**config.mk**
```make
export PLATFORM = sky130hd
export DESIGN_NAME = igmp_host_membership_engine
export DESIGN_NICKNAME = d
export VERILOG_FILES = /design/src/rtl/ihme_pkg.sv /design/src/rtl/ihme_rem_unit.sv /design/src/rtl/ihme_slot_table.sv /design/src/rtl/igmp_host_membership_engine.sv
export VERILOG_INCLUDE_DIRS = /design/src /design/src/rtl
export SDC_FILE = /design/constraint.sdc
export NUM_CORES = 1
export LEC_CHECK = 0
export ABC_AREA = 1
export BUFFER_PORTS_ARGS = -buffer_cell sky130_fd_sc_hd__buf_4
export CAP_MARGIN = 10
export CORE_ASPECT_RATIO = 2
export CORE_MARGIN = 2
export CORE_UTILIZATION = 30
export DETAILED_ROUTE_END_ITERATION = 16
export GPL_TIMING_DRIVEN = 0
export PLACE_DENSITY = 0.57
export RECOVER_POWER = 25
export SLEW_MARGIN = 25
export SYNTH_ARGS = -nofsm -noshare
export SYNTH_HDL_FRONTEND = slang
export SYNTH_SLANG_ARGS = --single-unit
export TNS_END_PERCENT = 5
```
**constraint.sdc**
```tcl
create_clock -name clk -period 5 [get_ports clk]
set_clock_uncertainty 0.2 [all_clocks]
set_input_delay 0.5 -clock clk [delete_from_list [all_inputs] [get_ports clk]]
set_output_delay 0.5 -clock clk [all_outputs]
set_load 0.03 [all_outputs]
```
**src/rtl/igmp_host_membership_engine_macros.svh**
```systemverilog
// Assertion macros for the IGMP host membership engine.
`ifndef IGMP_HOST_MEMBERSHIP_ENGINE_MACROS_SVH
`define IGMP_HOST_MEMBERSHIP_ENGINE_MACROS_SVH
`ifndef SYNTHESIS
`define IHME_ASSERT(lbl, clk, rst_n, prop, msg) \
	lbl: assert property (@(posedge clk) disable iff (!rst_n) prop) else $error(msg);
`define IHME_ASSERT_NORST(lbl, clk, prop, msg) \
	lbl: assert property (@(posedge clk) prop) else $error(msg);
`else
`define IHME_ASSERT(lbl, clk, rst_n, prop, msg)
`define IHME_ASSERT_NORST(lbl, clk, prop, msg)
`endif
`endif

```
**src/rtl/ihme_pkg.sv**
```systemverilog
// Package with types, codes and constants of the IGMP host membership engine.
package ihme_pkg;
	localparam int GROUP_SLOTS_DEF = 16;
	localparam logic [7:0] TYPE_QUERY = 8'h11;
	localparam logic [7:0] TYPE_REPORT = 8'h12;
	localparam logic [31:0] LFSR_MASK = 32'h8020_0003;
	localparam logic [31:0] LFSR_SEED = 32'h0000_0001;
	localparam logic [15:0] MIN_MSG_LEN = 16'd8;
	localparam logic [7:0] MAX_DELAY_RESET = 8'd50;
	localparam logic [31:0] ALL_HOSTS_RESET = 32'hE000_0001;

	typedef enum logic [1:0] {
		KIND_PACKET = 2'd0,
		KIND_JOIN = 2'd1,
		KIND_LEAVE = 2'd2,
		KIND_TICK = 2'd3
	} kind_t;

	typedef enum logic [3:0] {
		ST_OK = 4'd0,
		ST_SHORT = 4'd1,
		ST_BADSUM = 4'd2,
		ST_BADQUERY = 4'd3,
		ST_BADREPORT = 4'd4,
		ST_UNKNOWN = 4'd5,
		ST_OURREPORT = 4'd6,
		ST_TABLEFULL = 4'd7,
		ST_LOOPBACK = 4'd8
	} status_t;

	typedef enum logic [1:0] {
		REG_LOOPBACK = 2'd0,
		REG_MAX_DELAY = 2'd1,
		REG_ALL_HOSTS = 2'd2
	} reg_idx_t;

	typedef enum logic [3:0] {
		S_IDLE,
		S_DECODE,
		S_SCAN,
		S_DIV,
		S_DIV_DONE,
		S_JOIN,
		S_EMIT_RPT,
		S_EMIT_ST
	} state_t;

	// Handshake between sequencer and the shared remainder unit.
	typedef struct packed {
		logic start;
		logic [31:0] dividend;
		logic [7:0] divisor;
	} div_req_t;

	typedef struct packed {
		logic busy;
		logic done;
		logic [7:0] rem;
	} div_rsp_t;
endpackage

```
**src/rtl/ihme_rem_unit.sv**
```systemverilog
// Bit-serial remainder unit: 32-bit dividend modulo an 8-bit divisor.
module ihme_rem_unit import ihme_pkg::*; (
	input logic clk,
	input logic arst_n,
	input div_req_t req,
	output div_rsp_t rsp
);
	logic [31:0] dvd_q;
	logic [7:0] dvs_q;
	logic [8:0] rem_q;
	logic [5:0] cnt_q;
	logic busy_q;
	logic done_q;
	logic [8:0] shifted;
	logic [8:0] trial;

	always_comb begin
		shifted = {rem_q[7:0], dvd_q[31]};
		trial = shifted - {1'b0, dvs_q};
	end

	always_ff @(posedge clk or negedge arst_n) begin
		if (!arst_n) begin
			busy_q <= 1'b0;
			done_q <= 1'b0;
			cnt_q <= '0;
		end else begin
			done_q <= 1'b0;
			if (req.start) begin
				busy_q <= 1'b1;
				cnt_q <= 6'd32;
			end else if (busy_q) begin
				cnt_q <= cnt_q - 6'd1;
				if (cnt_q == 6'd1) begin
					busy_q <= 1'b0;
					done_q <= 1'b1;
				end
			end
		end
	end

	always_ff @(posedge clk) begin
		if (req.start) begin
			dvd_q <= req.dividend;
			dvs_q <= req.divisor;
			rem_q <= '0;
		end else if (busy_q) begin
			dvd_q <= {dvd_q[30:0], 1'b0};
			rem_q <= trial[8] ? shifted : trial;
		end
	end

	assign rsp.busy = busy_q;
	assign rsp.done = done_q;
	assign rsp.rem = rem_q[7:0];
endmodule

```
**src/rtl/ihme_slot_table.sv**
```systemverilog
// Register table of joined group slots with one read port chosen by index.
module ihme_slot_table import ihme_pkg::*; #(
	parameter int GROUP_SLOTS = GROUP_SLOTS_DEF,
	localparam int IW = (GROUP_SLOTS > 1) ? $clog2(GROUP_SLOTS) : 1
) (
	input logic clk,
	input logic arst_n,
	input logic [IW-1:0] idx,
	input logic wr_valid_en,
	input logic wr_valid,
	input logic wr_group_en,
	input logic [31:0] wr_group,
	input logic wr_timer_en,
	input logic [7:0] wr_timer,
	output logic rd_valid,
	output logic [31:0] rd_group,
	output logic [7:0] rd_timer
);
	logic [GROUP_SLOTS-1:0] valid_q;
	logic [31:0] group_q [GROUP_SLOTS];
	logic [7:0] timer_q [GROUP_SLOTS];

	always_ff @(posedge clk or negedge arst_n) begin
		if (!arst_n) begin
			valid_q <= '0;
			for (int i = 0; i < GROUP_SLOTS; i++) timer_q[i] <= '0;
		end else begin
			if (wr_valid_en) valid_q[idx] <= wr_valid;
			if (wr_timer_en) timer_q[idx] <= wr_timer;
		end
	end

	always_ff @(posedge clk) begin
		if (wr_group_en) group_q[idx] <= wr_group;
	end

	assign rd_valid = valid_q[idx];
	assign rd_group = group_q[idx];
	assign rd_timer = timer_q[idx];
endmodule

```
**src/rtl/igmp_host_membership_engine.sv**
```systemverilog
// Top level of the IGMPv1 host membership engine: sequencer, registers, ports.
//
//  channel | direction | beat content
//  in      | input     | kind, msg_type, group_addr, dest_addr, msg_length, checksum_ok
//  out     | output    | result_kind, status, report_group, pass_up, last
//  apb     | input     | is_loopback, max_delay_ticks, all_hosts_group at 0x0, 0x4, 0x8
//
// A rejected packet, a loopback packet and an idle tick go from S_DECODE straight to the
// status beat. A leave, a report and a busy tick walk every slot, one per cycle unless a
// tick holds on a pending output beat; a join walks the slots, then passes S_JOIN and, when
// it sends a report, S_EMIT_RPT, S_DIV and S_DIV_DONE. Each drawn delay passes S_DIV and
// the bit-serial remainder unit, and each expiring timer adds an S_EMIT_RPT state.
// Reset clears the slot valid bits and timers at once; no clearing pass is needed.
// in_stall is high while an item is at work; an output beat holds while out_stall is high.
`include "igmp_host_membership_engine_macros.svh"
module igmp_host_membership_engine import ihme_pkg::*; #(
	parameter int GROUP_SLOTS = GROUP_SLOTS_DEF,
	localparam int IW = (GROUP_SLOTS > 1) ? $clog2(GROUP_SLOTS) : 1
) (
	input logic clk,
	input logic arst_n,
	input logic psel,
	input logic penable,
	input logic pwrite,
	input logic [3:0] paddr,
	input logic [31:0] pwdata,
	output logic [31:0] prdata,
	output logic pready,
	input logic in_valid,
	output logic in_stall,
	input logic [1:0] kind,
	input logic [7:0] msg_type,
	input logic [31:0] group_addr,
	input logic [31:0] dest_addr,
	input logic [15:0] msg_length,
	input logic checksum_ok,
	output logic out_valid,
	input logic out_stall,
	output logic result_kind,
	output logic [3:0] status,
	output logic [31:0] report_group,
	output logic pass_up,
	output logic last
);
	localparam logic [IW-1:0] LAST_IDX = IW'(GROUP_SLOTS - 1);

	// Configuration registers.
	logic loop_q;
	logic [7:0] maxd_q;
	logic [31:0] ahg_q;
	reg_idx_t ridx;
	assign ridx = reg_idx_t'(paddr[3:2]);
	assign pready = 1'b1;

	always_ff @(posedge clk or negedge arst_n) begin
		if (!arst_n) begin
			loop_q <= 1'b0;
			maxd_q <= MAX_DELAY_RESET;
			ahg_q <= ALL_HOSTS_RESET;
		end else if (psel && penable && pwrite && paddr[1:0] == 2'b00) begin
			unique case (ridx)
				REG_LOOPBACK: loop_q <= pwdata[0];
				REG_MAX_DELAY: maxd_q <= pwdata[7:0];
				REG_ALL_HOSTS: ahg_q <= pwdata;
				default: ;
			endcase
		end
	end

	always_comb begin
		prdata = '0;
		if (paddr[1:0] == 2'b00) begin
			unique case (ridx)
				REG_LOOPBACK: prdata = {31'd0, loop_q};
				REG_MAX_DELAY: prdata = {24'd0, maxd_q};
				REG_ALL_HOSTS: prdata = ahg_q;
				default: prdata = '0;
			endcase
		end
	end

	// Item registers.
	state_t state_q, state_d;
	kind_t kind_q;
	logic [7:0] type_q;
	logic [31:0] grp_q, dst_q;
	logic [15:0] len_q;
	logic csum_q;
	logic [IW-1:0] idx_q;
	logic found_q;
	logic free_q;
	logic [IW-1:0] free_idx_q;
	logic run_q;
	logic run_next_q;
	logic [31:0] lfsr_q;
	status_t st_q;
	logic pass_q;
	logic [31:0] rpt_grp_q;
	logic ov_q;
	logic orpt_q;
	logic [3:0] ost_q;
	logic [31:0] ogrp_q;
	logic opass_q;
	logic olast_q;

	// Slot table.
	logic [IW-1:0] t_idx;
	logic t_wv_en, t_wv, t_wg_en, t_wt_en;
	logic [7:0] t_wt;
	logic rd_valid;
	logic [31:0] rd_group;
	logic [7:0] rd_timer;

	ihme_slot_table #(.GROUP_SLOTS(GROUP_SLOTS)) u_table (
		.clk(clk), .arst_n(arst_n), .idx(t_idx),
		.wr_valid_en(t_wv_en), .wr_valid(t_wv),
		.wr_group_en(t_wg_en), .wr_group(grp_q),
		.wr_timer_en(t_wt_en), .wr_timer(t_wt),
		.rd_valid(rd_valid), .rd_group(rd_group), .rd_timer(rd_timer)
	);

	div_req_t dreq;
	div_rsp_t drsp;
	ihme_rem_unit u_rem (.clk(clk), .arst_n(arst_n), .req(dreq), .rsp(drsp));

	logic in_acc, out_acc;
	assign in_acc = in_valid && !in_stall;
	assign out_acc = ov_q && !out_stall;
	assign in_stall = (state_q != S_IDLE);

	logic q_ok, r_ok, is_query, is_report, pkt_ok, last_slot;
	logic [7:0] bound;
	logic [7:0] delay;
	assign bound = (maxd_q == 8'd0) ? 8'd1 : maxd_q;
	assign delay = drsp.rem + 8'd1;
	assign pkt_ok = (len_q >= MIN_MSG_LEN) && csum_q;
	assign is_query = pkt_ok && type_q == TYPE_QUERY && !loop_q && dst_q == ahg_q;
	assign is_report = pkt_ok && type_q == TYPE_REPORT && !loop_q
		&& grp_q[31:28] == 4'hE && grp_q == dst_q;
	assign last_slot = (idx_q == LAST_IDX);
	// A query slot that needs a delay drawn.
	assign q_ok = rd_valid && rd_timer == 8'd0 && rd_group != ahg_q;
	// A tick slot whose timer runs out now.
	assign r_ok = rd_valid && rd_timer == 8'd1;

	// Next state.
	always_comb begin
		state_d = state_q;
		unique case (state_q)
			S_IDLE: if (in_acc) state_d = S_DECODE;
			S_DECODE: begin
				priority if (kind_q == KIND_PACKET && !is_query && !is_report)
					state_d = S_EMIT_ST;
				else if (kind_q == KIND_TICK && !run_q) state_d = S_EMIT_ST;
				else state_d = S_SCAN;
			end
			S_SCAN: begin
				priority if (kind_q == KIND_PACKET && is_query && q_ok) state_d = S_DIV;
				else if (kind_q == KIND_TICK && r_ok && !ov_q) state_d = S_EMIT_RPT;
				else if (kind_q == KIND_TICK && r_ok) state_d = S_SCAN;
				else if (last_slot) state_d = (kind_q == KIND_JOIN) ? S_JOIN : S_EMIT_ST;
				else state_d = S_SCAN;
			end
			S_DIV: state_d = S_DIV_DONE;
			S_DIV_DONE: if (drsp.done)
				state_d = (last_slot || kind_q == KIND_JOIN) ? S_EMIT_ST : S_SCAN;
			S_JOIN: begin
				if (!found_q && free_q && grp_q != ahg_q && !loop_q && !ov_q)
					state_d = S_EMIT_RPT;
				else if (!found_q && free_q && grp_q != ahg_q && !loop_q) state_d = S_JOIN;
				else state_d = S_EMIT_ST;
			end
			S_EMIT_RPT: state_d = (kind_q == KIND_JOIN) ? S_DIV : (last_slot ? S_EMIT_ST : S_SCAN);
			S_EMIT_ST: if (!ov_q) state_d = S_IDLE;
			default: state_d = S_IDLE;
		endcase
	end

	// Table and divider control.
	always_comb begin
		t_idx = idx_q;
		t_wv_en = 1'b0;
		t_wv = 1'b0;
		t_wg_en = 1'b0;
		t_wt_en = 1'b0;
		t_wt = '0;
		dreq.start = 1'b0;
		dreq.dividend = grp_q;
		dreq.divisor = bound;
		unique case (state_q)
			S_SCAN: begin
				if (kind_q == KIND_TICK && rd_valid && rd_timer != 8'd0
					&& !(r_ok && ov_q)) begin
					t_wt_en = 1'b1;
					t_wt = rd_timer - 8'd1;
				end else if (kind_q == KIND_PACKET && is_report && rd_valid
					&& rd_group == grp_q) begin
					t_wt_en = 1'b1;
				end else if (kind_q == KIND_LEAVE && rd_valid && rd_group == grp_q) begin
					t_wv_en = 1'b1;
					t_wt_en = 1'b1;
				end
			end
			S_DIV: begin
				// A join draws from its own group, a query from the slot it stopped at.
				dreq.start = 1'b1;
				dreq.dividend = ((kind_q == KIND_JOIN) ? grp_q : rd_group) ^ lfsr_q;
				if (kind_q == KIND_JOIN) t_idx = free_idx_q;
			end
			S_DIV_DONE: begin
				if (kind_q == KIND_JOIN) t_idx = free_idx_q;
				if (drsp.done) begin
					t_wt_en = 1'b1;
					t_wt = delay;
				end
			end
			S_JOIN: begin
				t_idx = free_idx_q;
				if (!found_q && free_q && !(grp_q != ahg_q && !loop_q && ov_q)) begin
					t_wv_en = 1'b1;
					t_wv = 1'b1;
					t_wg_en = 1'b1;
					t_wt_en = 1'b1;
				end
			end
			default: ;
		endcase
	end

	// Sequencer registers.
	always_ff @(posedge clk or negedge arst_n) begin
		if (!arst_n) begin
			state_q <= S_IDLE;
			run_q <= 1'b0;
			run_next_q <= 1'b0;
			lfsr_q <= LFSR_SEED;
			ov_q <= 1'b0;
			idx_q <= '0;
			found_q <= 1'b0;
			free_q <= 1'b0;
		end else begin
			state_q <= state_d;
			if (out_acc) ov_q <= 1'b0;
			unique case (state_q)
				S_IDLE: begin
					idx_q <= '0;
					found_q <= 1'b0;
					free_q <= 1'b0;
					run_next_q <= 1'b0;
				end
				S_SCAN: begin
					if (kind_q == KIND_JOIN && rd_valid && rd_group == grp_q) found_q <= 1'b1;
					if (kind_q == KIND_JOIN && !rd_valid && !free_q) free_q <= 1'b1;
					if (kind_q == KIND_TICK && rd_valid && rd_timer > 8'd1)
						run_next_q <= 1'b1;
					if (!(kind_q == KIND_PACKET && is_query && q_ok)
						&& !(kind_q == KIND_TICK && r_ok) && !last_slot)
						idx_q <= idx_q + IW'(1);
					if (kind_q == KIND_TICK && last_slot && !r_ok)
						run_q <= run_next_q || (rd_valid && rd_timer > 8'd1);
				end
				S_DIV_DONE: begin
					if (drsp.done) begin
						lfsr_q <= (lfsr_q >> 1) ^ (lfsr_q[0] ? LFSR_MASK : 32'd0);
						run_q <= 1'b1;
						if (!last_slot && kind_q != KIND_JOIN) idx_q <= idx_q + IW'(1);
					end
				end
				S_EMIT_RPT: begin
					ov_q <= 1'b1;
					if (kind_q == KIND_TICK) begin
						if (last_slot) run_q <= run_next_q;
						else idx_q <= idx_q + IW'(1);
					end
				end
				S_EMIT_ST: if (!ov_q) ov_q <= 1'b1;
				default: ;
			endcase
		end
	end

	// Payload registers.
	always_ff @(posedge clk) begin
		if (in_acc) begin
			kind_q <= kind_t'(kind);
			type_q <= msg_type;
			grp_q <= group_addr;
			dst_q <= dest_addr;
			len_q <= msg_length;
			csum_q <= checksum_ok;
		end
		if (state_q == S_SCAN && kind_q == KIND_JOIN && !rd_valid && !free_q)
			free_idx_q <= idx_q;
		if (state_q == S_SCAN) rpt_grp_q <= rd_group;
		if (state_q == S_JOIN) rpt_grp_q <= grp_q;
		if (state_q == S_DECODE) begin
			pass_q <= 1'b0;
			st_q <= ST_OK;
			if (kind_q == KIND_PACKET) begin
				priority if (len_q < MIN_MSG_LEN) st_q <= ST_SHORT;
				else if (!csum_q) st_q <= ST_BADSUM;
				else if (type_q == TYPE_QUERY) begin
					pass_q <= loop_q || dst_q == ahg_q;
					st_q <= loop_q ? ST_LOOPBACK : (dst_q == ahg_q ? ST_OK : ST_BADQUERY);
				end else if (type_q == TYPE_REPORT) begin
					pass_q <= loop_q || is_report;
					st_q <= loop_q ? ST_LOOPBACK : (is_report ? ST_OK : ST_BADREPORT);
				end else st_q <= ST_UNKNOWN;
			end
		end
		if (state_q == S_SCAN && kind_q == KIND_PACKET && is_report && rd_valid
			&& rd_group == grp_q) st_q <= ST_OURREPORT;
		if (state_q == S_JOIN && !found_q && !free_q) st_q <= ST_TABLEFULL;
		if (state_q == S_EMIT_RPT) begin
			orpt_q <= 1'b1;
			ost_q <= ST_OK;
			ogrp_q <= rpt_grp_q;
			opass_q <= 1'b0;
			olast_q <= 1'b0;
		end
		if (state_q == S_EMIT_ST && !ov_q) begin
			orpt_q <= 1'b0;
			ost_q <= st_q;
			ogrp_q <= '0;
			opass_q <= pass_q;
			olast_q <= 1'b1;
		end
	end

	assign out_valid = ov_q;
	assign result_kind = orpt_q;
	assign status = ost_q;
	assign report_group = ogrp_q;
	assign pass_up = opass_q;
	assign last = olast_q;

	`IHME_ASSERT(a_no_accept_busy, clk, arst_n, in_acc |-> state_q == S_IDLE, "accept while busy")
	`IHME_ASSERT(a_lfsr_nz, clk, arst_n, lfsr_q != 32'd0, "lfsr became zero")
	`IHME_ASSERT(a_emit_free, clk, arst_n, state_q == S_EMIT_RPT |-> !ov_q, "output overwritten")
	`IHME_ASSERT(a_div_start, clk, arst_n, dreq.start |-> !drsp.busy, "divider restarted")
endmodule
```
Yosys cells after proc, flatten, opt, wreduce, memory -nomap -nowiden

Memories as Yosys holds them, arrays and structs flattened.
Index checks and enable logic that the tools add are counted.

Bits in registers: 457
RAM bits: 512
Memories kept: 1

Memory list:

| name            | depth | bits a word | read ports | clocked after memory_dff | wr ports | line                  | source |
|---|---|---|---|---|---|---|---|
| u_table.group_q | 16    | 32          | 1          | 0                        | 1        | ihme_slot_table.sv:20 | `logic [31:0] group_q [GROUP_SLOTS];` |

$add $sub $neg: 5
$lt $le $gt $ge: 7
Eq/ne operators: 36
Mux-type cells: 99
Bitwise logic cells: 5
Reduce and logical (&&, ||, !) cells: 110

Operator list:

| kind                | number |
|---|---|
| $mux 32             | 7 |
| $bwmux 128          | 1 |
| $eq 32x32->1        | 3 |
| $pmux 32 s3         | 1 |
| $mux 4              | 18 |
| $ne 32x32->1        | 2 |
| $logic_and 1x1->1   | 62 |
| $mux 8              | 6 |
| $mux 1              | 33 |
| $mux 33             | 1 |
| $bmux 8 s4          | 1 |
| $demux 8 s4         | 1 |
| $pmux 4 s8          | 1 |
| $xor 31x32->32      | 1 |
| $xor 32x32->32      | 1 |
| $mux 3              | 10 |
| $ne 2x2->1 const B  | 11 |
| $bwmux 16           | 1 |
| $eq 4x3->1 const B  | 4 |
| $eq 8x5->1 const B  | 2 |
| $ge 16x4->1 const B | 1 |
| $logic_not 1->1     | 16 |
| $logic_not 8->1     | 2 |
| $lt 16x4->1 const B | 1 |
| 42 further kinds    | 75 |

Longest topological paths before layout

Depth after elaboration: 16
Mapped depth: 31
Gate-level depth less buffers: 27

Hierarchy

Synthesis repeated with hierarchy kept, for this count alone.

Cell total of the unflattened synthesis: 5151
Area total of the unflattened synthesis: 45089.5 um^2

By module, submodules not included:

| module                      | instances | cells an instance | area each (um^2) | seq. area each (um^2) |
|---|---|---|---|---|
| ihme_slot_table             | 1         | 3031              | 28409.7          | 18978.2 |
| igmp_host_membership_engine | 1         | 1798              | 13885.8          | 6801.5 |
| ihme_rem_unit               | 1         | 322               | 2793.9           | 1561.5 |

Worst setup path before layout

No wires, ideal clock.

Path type: reg2reg
Start: register state_q[2]
End: register csum_q (enable)
Setup time: 536 ps
Arrival time: 4702 ps
Data required time: 4264 ps
Setup slack: -437 ps
Cell stages (with the launch flop): 6
Period minus slack after synthesis: 5437 ps
Path through: dfrtp_1 nor2_1 inv_1 nor2_1 inv_1 nor2_1

Word-level cells in the longest chain between the ends: 3

Ends and longest elaborated chain:

| what                   | line                               | source |
|---|---|---|
| start, declared        | igmp_host_membership_engine.sv:83  | `state_t state_q, state_d;` |
| start signal, assigned | igmp_host_membership_engine.sv:242 | `state_q <= state_d;` |
| $reduce_bool 4->1      | igmp_host_membership_engine.sv:129 | `assign in_stall = (state_q != S_IDLE);` |
| named net in_stall     | igmp_host_membership_engine.sv:30  | `output logic in_stall,` |
| $logic_not 1->1        | igmp_host_membership_engine.sv:127 | `assign in_acc = in_valid && !in_stall;` |
| $logic_and 1x1->1      | igmp_host_membership_engine.sv:127 |  |
| named net in_acc       | igmp_host_membership_engine.sv:126 | `logic in_acc, out_acc;` |
| end signal, assigned   | igmp_host_membership_engine.sv:290 | `csum_q <= checksum_ok;` |
| end, declared          | igmp_host_membership_engine.sv:88  | `logic csum_q;` |

The timed path passes the listed nets, and every way through them passes these cells.
A chain may end at the register's enable or synchronous reset.

Final worst setup path

Start: register grp_q[29]
End: register u_table.timer_q[92] in the netlist's numbering

Word-level cells in the longest chain between the ends: 9

Ends and longest elaborated chain:

| what                                                 | line                               | source |
|---|---|---|
| start, declared                                      | igmp_host_membership_engine.sv:86  | `logic [31:0] grp_q, dst_q;` |
| start signal, assigned                               | igmp_host_membership_engine.sv:287 | `grp_q <= group_addr;` |
| branches (longest 8 deep; another with $eq 32x32->1) | -                                  |  |
| $pmux 1 s3 *                                         | igmp_host_membership_engine.sv:190 | `unique case (state_q)` |
| end signal, assigned by index                        | ihme_slot_table.sv:29              | `if (wr_timer_en) timer_q[idx] <= wr_timer;` |
| end, declared                                        | ihme_slot_table.sv:21              | `logic [7:0] timer_q [GROUP_SLOTS];` |

Every way passes the cells marked *.

==> metrics.md <==
| Metric | Value |
|---|---|
| Starting Density | 30.11% |
| Total power | 33.05 mW |
| CTS Buf Count | 89 |
| Die Area | 155000 µm² |
| Fill cell count | 15290 |
| Share of cells above drive strength 1 | 12.61% |
| Post-synth EDFFs | 682 |
| Std cell rows | 202 |
| H-tree lvl count | 3 |
| Failing checks | max-capacitance violations, max-slew violations |
| Initial antenna violation count | 4 |
| Hold Crit Class | input pin to flop |
| Status | finished, violations left |
| Post-synthesis async set-or-reset flop share | 24.56% |
| Synth Instances | 5064 |
| Register area | 27340 µm² |
| Final Hold Fails | 0 |
| Top cells by area, synth | edfxtp_1 (45%), nand2_1 (16%), dfrtp_1 (13%) |
| Max Buffers Root-to-Sink | 3 |
| Drt drc | 0 |
| Syn avg cell area | 8.985 µm² |
| Hold path start | in_valid |
| Die W | 279.4 µm |
| Worst stage delay on the critical path | 0.79 ns |
| PD cells | 593.9 nW/µm² |
| RR Startpoint | grp_q[29] |
| Initial DRC Count | 3272 |
| Root Driver | clkbuf_16 |
| Worst-path clk slew | 0.07 ns |
| Most frequent cells in the layout | nand2_1 (1856), edfxtp_1 (682), inv_1 (619) |
| Worst Setup End Kind | flop |
| Most common cell after layout, fill and taps aside | nand2_1 |
| Leakage | 24.70 nW |
| Yosys reg bits | 965 |
| YS warnings | 0 |
| Worst Max-Slew Pin Slew | 3.601 ns |
| GRT Resource Usage Total | 23.33% |
| Post-synth top area share | 45.01% |
| Crit-path max FO | 12 |
| Crit Path Category | flop to flop |
| CTS tree | built |
| Startpoint Class | flop |
| Slew HR | -140.1% |
| Hold WS | 0.03580 ns |
| Io pins | 208 |
| Port Buffers | 203 |
| WL final | 184.3 mm |
| Leading area contributor after synthesis | edfxtp_1 |
| Crit-path slowest cell | clkbuf_1 |
| Final net count | 5716 |
| Post-Syn Area | 45500 µm² |
| Worst vdd rail ir drop | 0.0003262 V |
| Fmax | 201.7 MHz |
| Gpl congestion | 0.9960 |
| Via density | 4.971 |
| Clock tree sinks | 965 |
| Post-synth top flop | edfxtp_1 |
| Hold EP | state_q[2] |
| R2r endpoint | u_table.timer_q[92] |
| Core area | 151100 µm² |
| Final setup TNS | 0 ns |
| Synth unique cells | 52 |
| Post-synthesis sequential area ratio | 60.09% |
| Footprint of the multi-input gates | 15420 µm² |
| R2R depth | 15 |
| RSZ-0062 raised after global routing | true |
| Worst hold path stage count | 4 |
| CP Cell Sequence | clkbuf_1 -> nand4_1 -> a221oi_1 -> nand3_1 -> nor4_1 -> nand4_1 -> nor3_1 -> nand3_4 -> nand2_8 -> inv_2 -> nand2_2 -> buf_6 -> buf_4 -> nand3_1 -> nand2_1 |
| Die H | 554.8 µm |
| Worst-Skew Late Latency | 0.72 ns |
| Total global routing overflow | 0 |
| Vias in the first global route | 36870 |
| Worst path arrival time | 5.37 ns |
| Maximum number of pins on one net before global-route repair | 87 |
| DRT antenna net count | 0 |
| Final worst path period share | 99.15% |
| First-pass DRT Iterations | 5 |
| First-pass GRT wire length | 257.9 mm |
| Setup violators final | 0 |
| WP data required | 5.41 ns |
| Post-detail-place hpwl | 137.8 mm |
| Syn nets | 5213 |
| Post-route minimum period | 4.958 ns |
| Wire per inst | 24.31 µm |
| Synth-to-layout area growth | 22.29% |
| Vias | 37670 |
| Slew Limit Fails | 68 |
| FF-to-FF setup slack | 0.04 ns |
| Max Cap Violations | 1 |
-- how the worst max path moves through the flow --
| stage | startpoint | end | slack (ns) |
|---|---|---|---|
| CTS | state_q[1] | u_table.timer_q[92] | -0.005 |
| finish | grp_q[29] | u_table.timer_q[92] | 0.04 |
| detailed placement | state_q[2] | u_table.timer_q[53] | -0.92 |
| global route | state_q[0] | u_table.group_q[1][23] | -0.02 |
| global placement | grp_q[14] | u_table.group_q[10][1] | -3.51 |
| floorplan | state_q[2] | u_table.group_q[7][0] | 0.75 |
-- per-stage QoR --
stage               utilization (%)  worst slack [ns]  instances  cell area (µm²)
floorplan                         -            0.7473       5064            45500
global placement              32.72            -3.514       7205            49450
detailed placement            33.47           -0.9199       7248            50590
CTS                           36.76         -0.004856       7566            55560
global route                  36.82          -0.01608       7578            55640
finish                        36.82           0.04225       7578            55640
-- cells in the mapped netlist (3+ instances only) --
cell       instances
nand2_1         1892
o22ai_1           16
xor2_1            85
nand2_2            9
o221ai_1           3
nand3b_1           5
nand3_2            3
or2_2              9
dfstp_2            8
o21ai_1           44
inv_2             15
buf_6              3
nor2_2            16
clkbuf_1         127
o2111ai_1          3
xnor2_1           30
o32ai_1            4
nor4_1            19
dfxtp_1           46
buf_4             20
dfrtp_1          229
inv_1            624
nor3_1            56
edfxtp_1         682
a22oi_1           12
nand3_1          155
buf_2             67
o21ai_2           20
o21ai_0          289
nand4_1          214
o211ai_1           7
nor2_1           208
buf_1             20
a21oi_1           85
ha_1              14
clkinv_1           4
-- cell families after synthesis --
group / after synthesis / share of synthesized area [%]
fa+ha+maj: 15 / 0.4290
compound gates: 491 / 5.885
other cells: 1 / 0.008242
simple gates: 2597 / 23.72
xor+xnor: 115 / 2.214
flops: 965 / 60.09
buf+inv: 880 / 7.658
-- state kept, by name (all words and copies together) (netlist names), 16 cells and up --
register         count
lfsr_q              32
dst_q               32
u_table.timer_q    128
report_group        32
rpt_grp_q           32
ahg_q               32
grp_q               32
u_rem.dvd_q         32
u_table.valid_q     16
u_table.group_q    512
-- report_power, final --
group	internal [mW]	leakage (nW)	switching, mW
combinational	4.27	13.6	11.3
sequential	9.82	9.74	0.765
clock	3.65	1.38	3.25
total	17.7	24.7	15.3
-- metal layers --
metal,global-route usage (%),vias up,part of all wire (%)
met5,0,-,0.0071
met3,2.830,493,5.7
met4,18.87,2,9.5
met1,25.36,18170,36
li1,-,17450,-
met2,40.71,1564,49
-- critical path: cells and delay by family, from the launching register on --
kind                   cells  cell delay, ns
AOI/OAI and AO/OA          1            0.29
buffers and inverters      4            1.22
DFF                        1            0.59
and+or+nand+nor           10            2.51
-- cell type report --
cell class	instances	share of cell area, %
flip-flops and latches	965	49.14
multi-input cells	3219	27.71
repair buffers	412	6.989
inverters	643	4.358
well taps	1938	4.358
clock buffers	116	4.333
plain buffers	237	2.298
clock inverters	47	0.8095
diodes	1	0.004497
-- repair_timing --
action / CTS / global route
setup buffers: 33 / 9
gates resized for setup: 192 / 92
endpoints found under the setup margin: 567 / 221
pin swaps: 21 / 7
hold buffers: 122 / 0
endpoints found under the hold margin: 197 / 0
No activity file was read; power rests on OpenSTA's default activity.
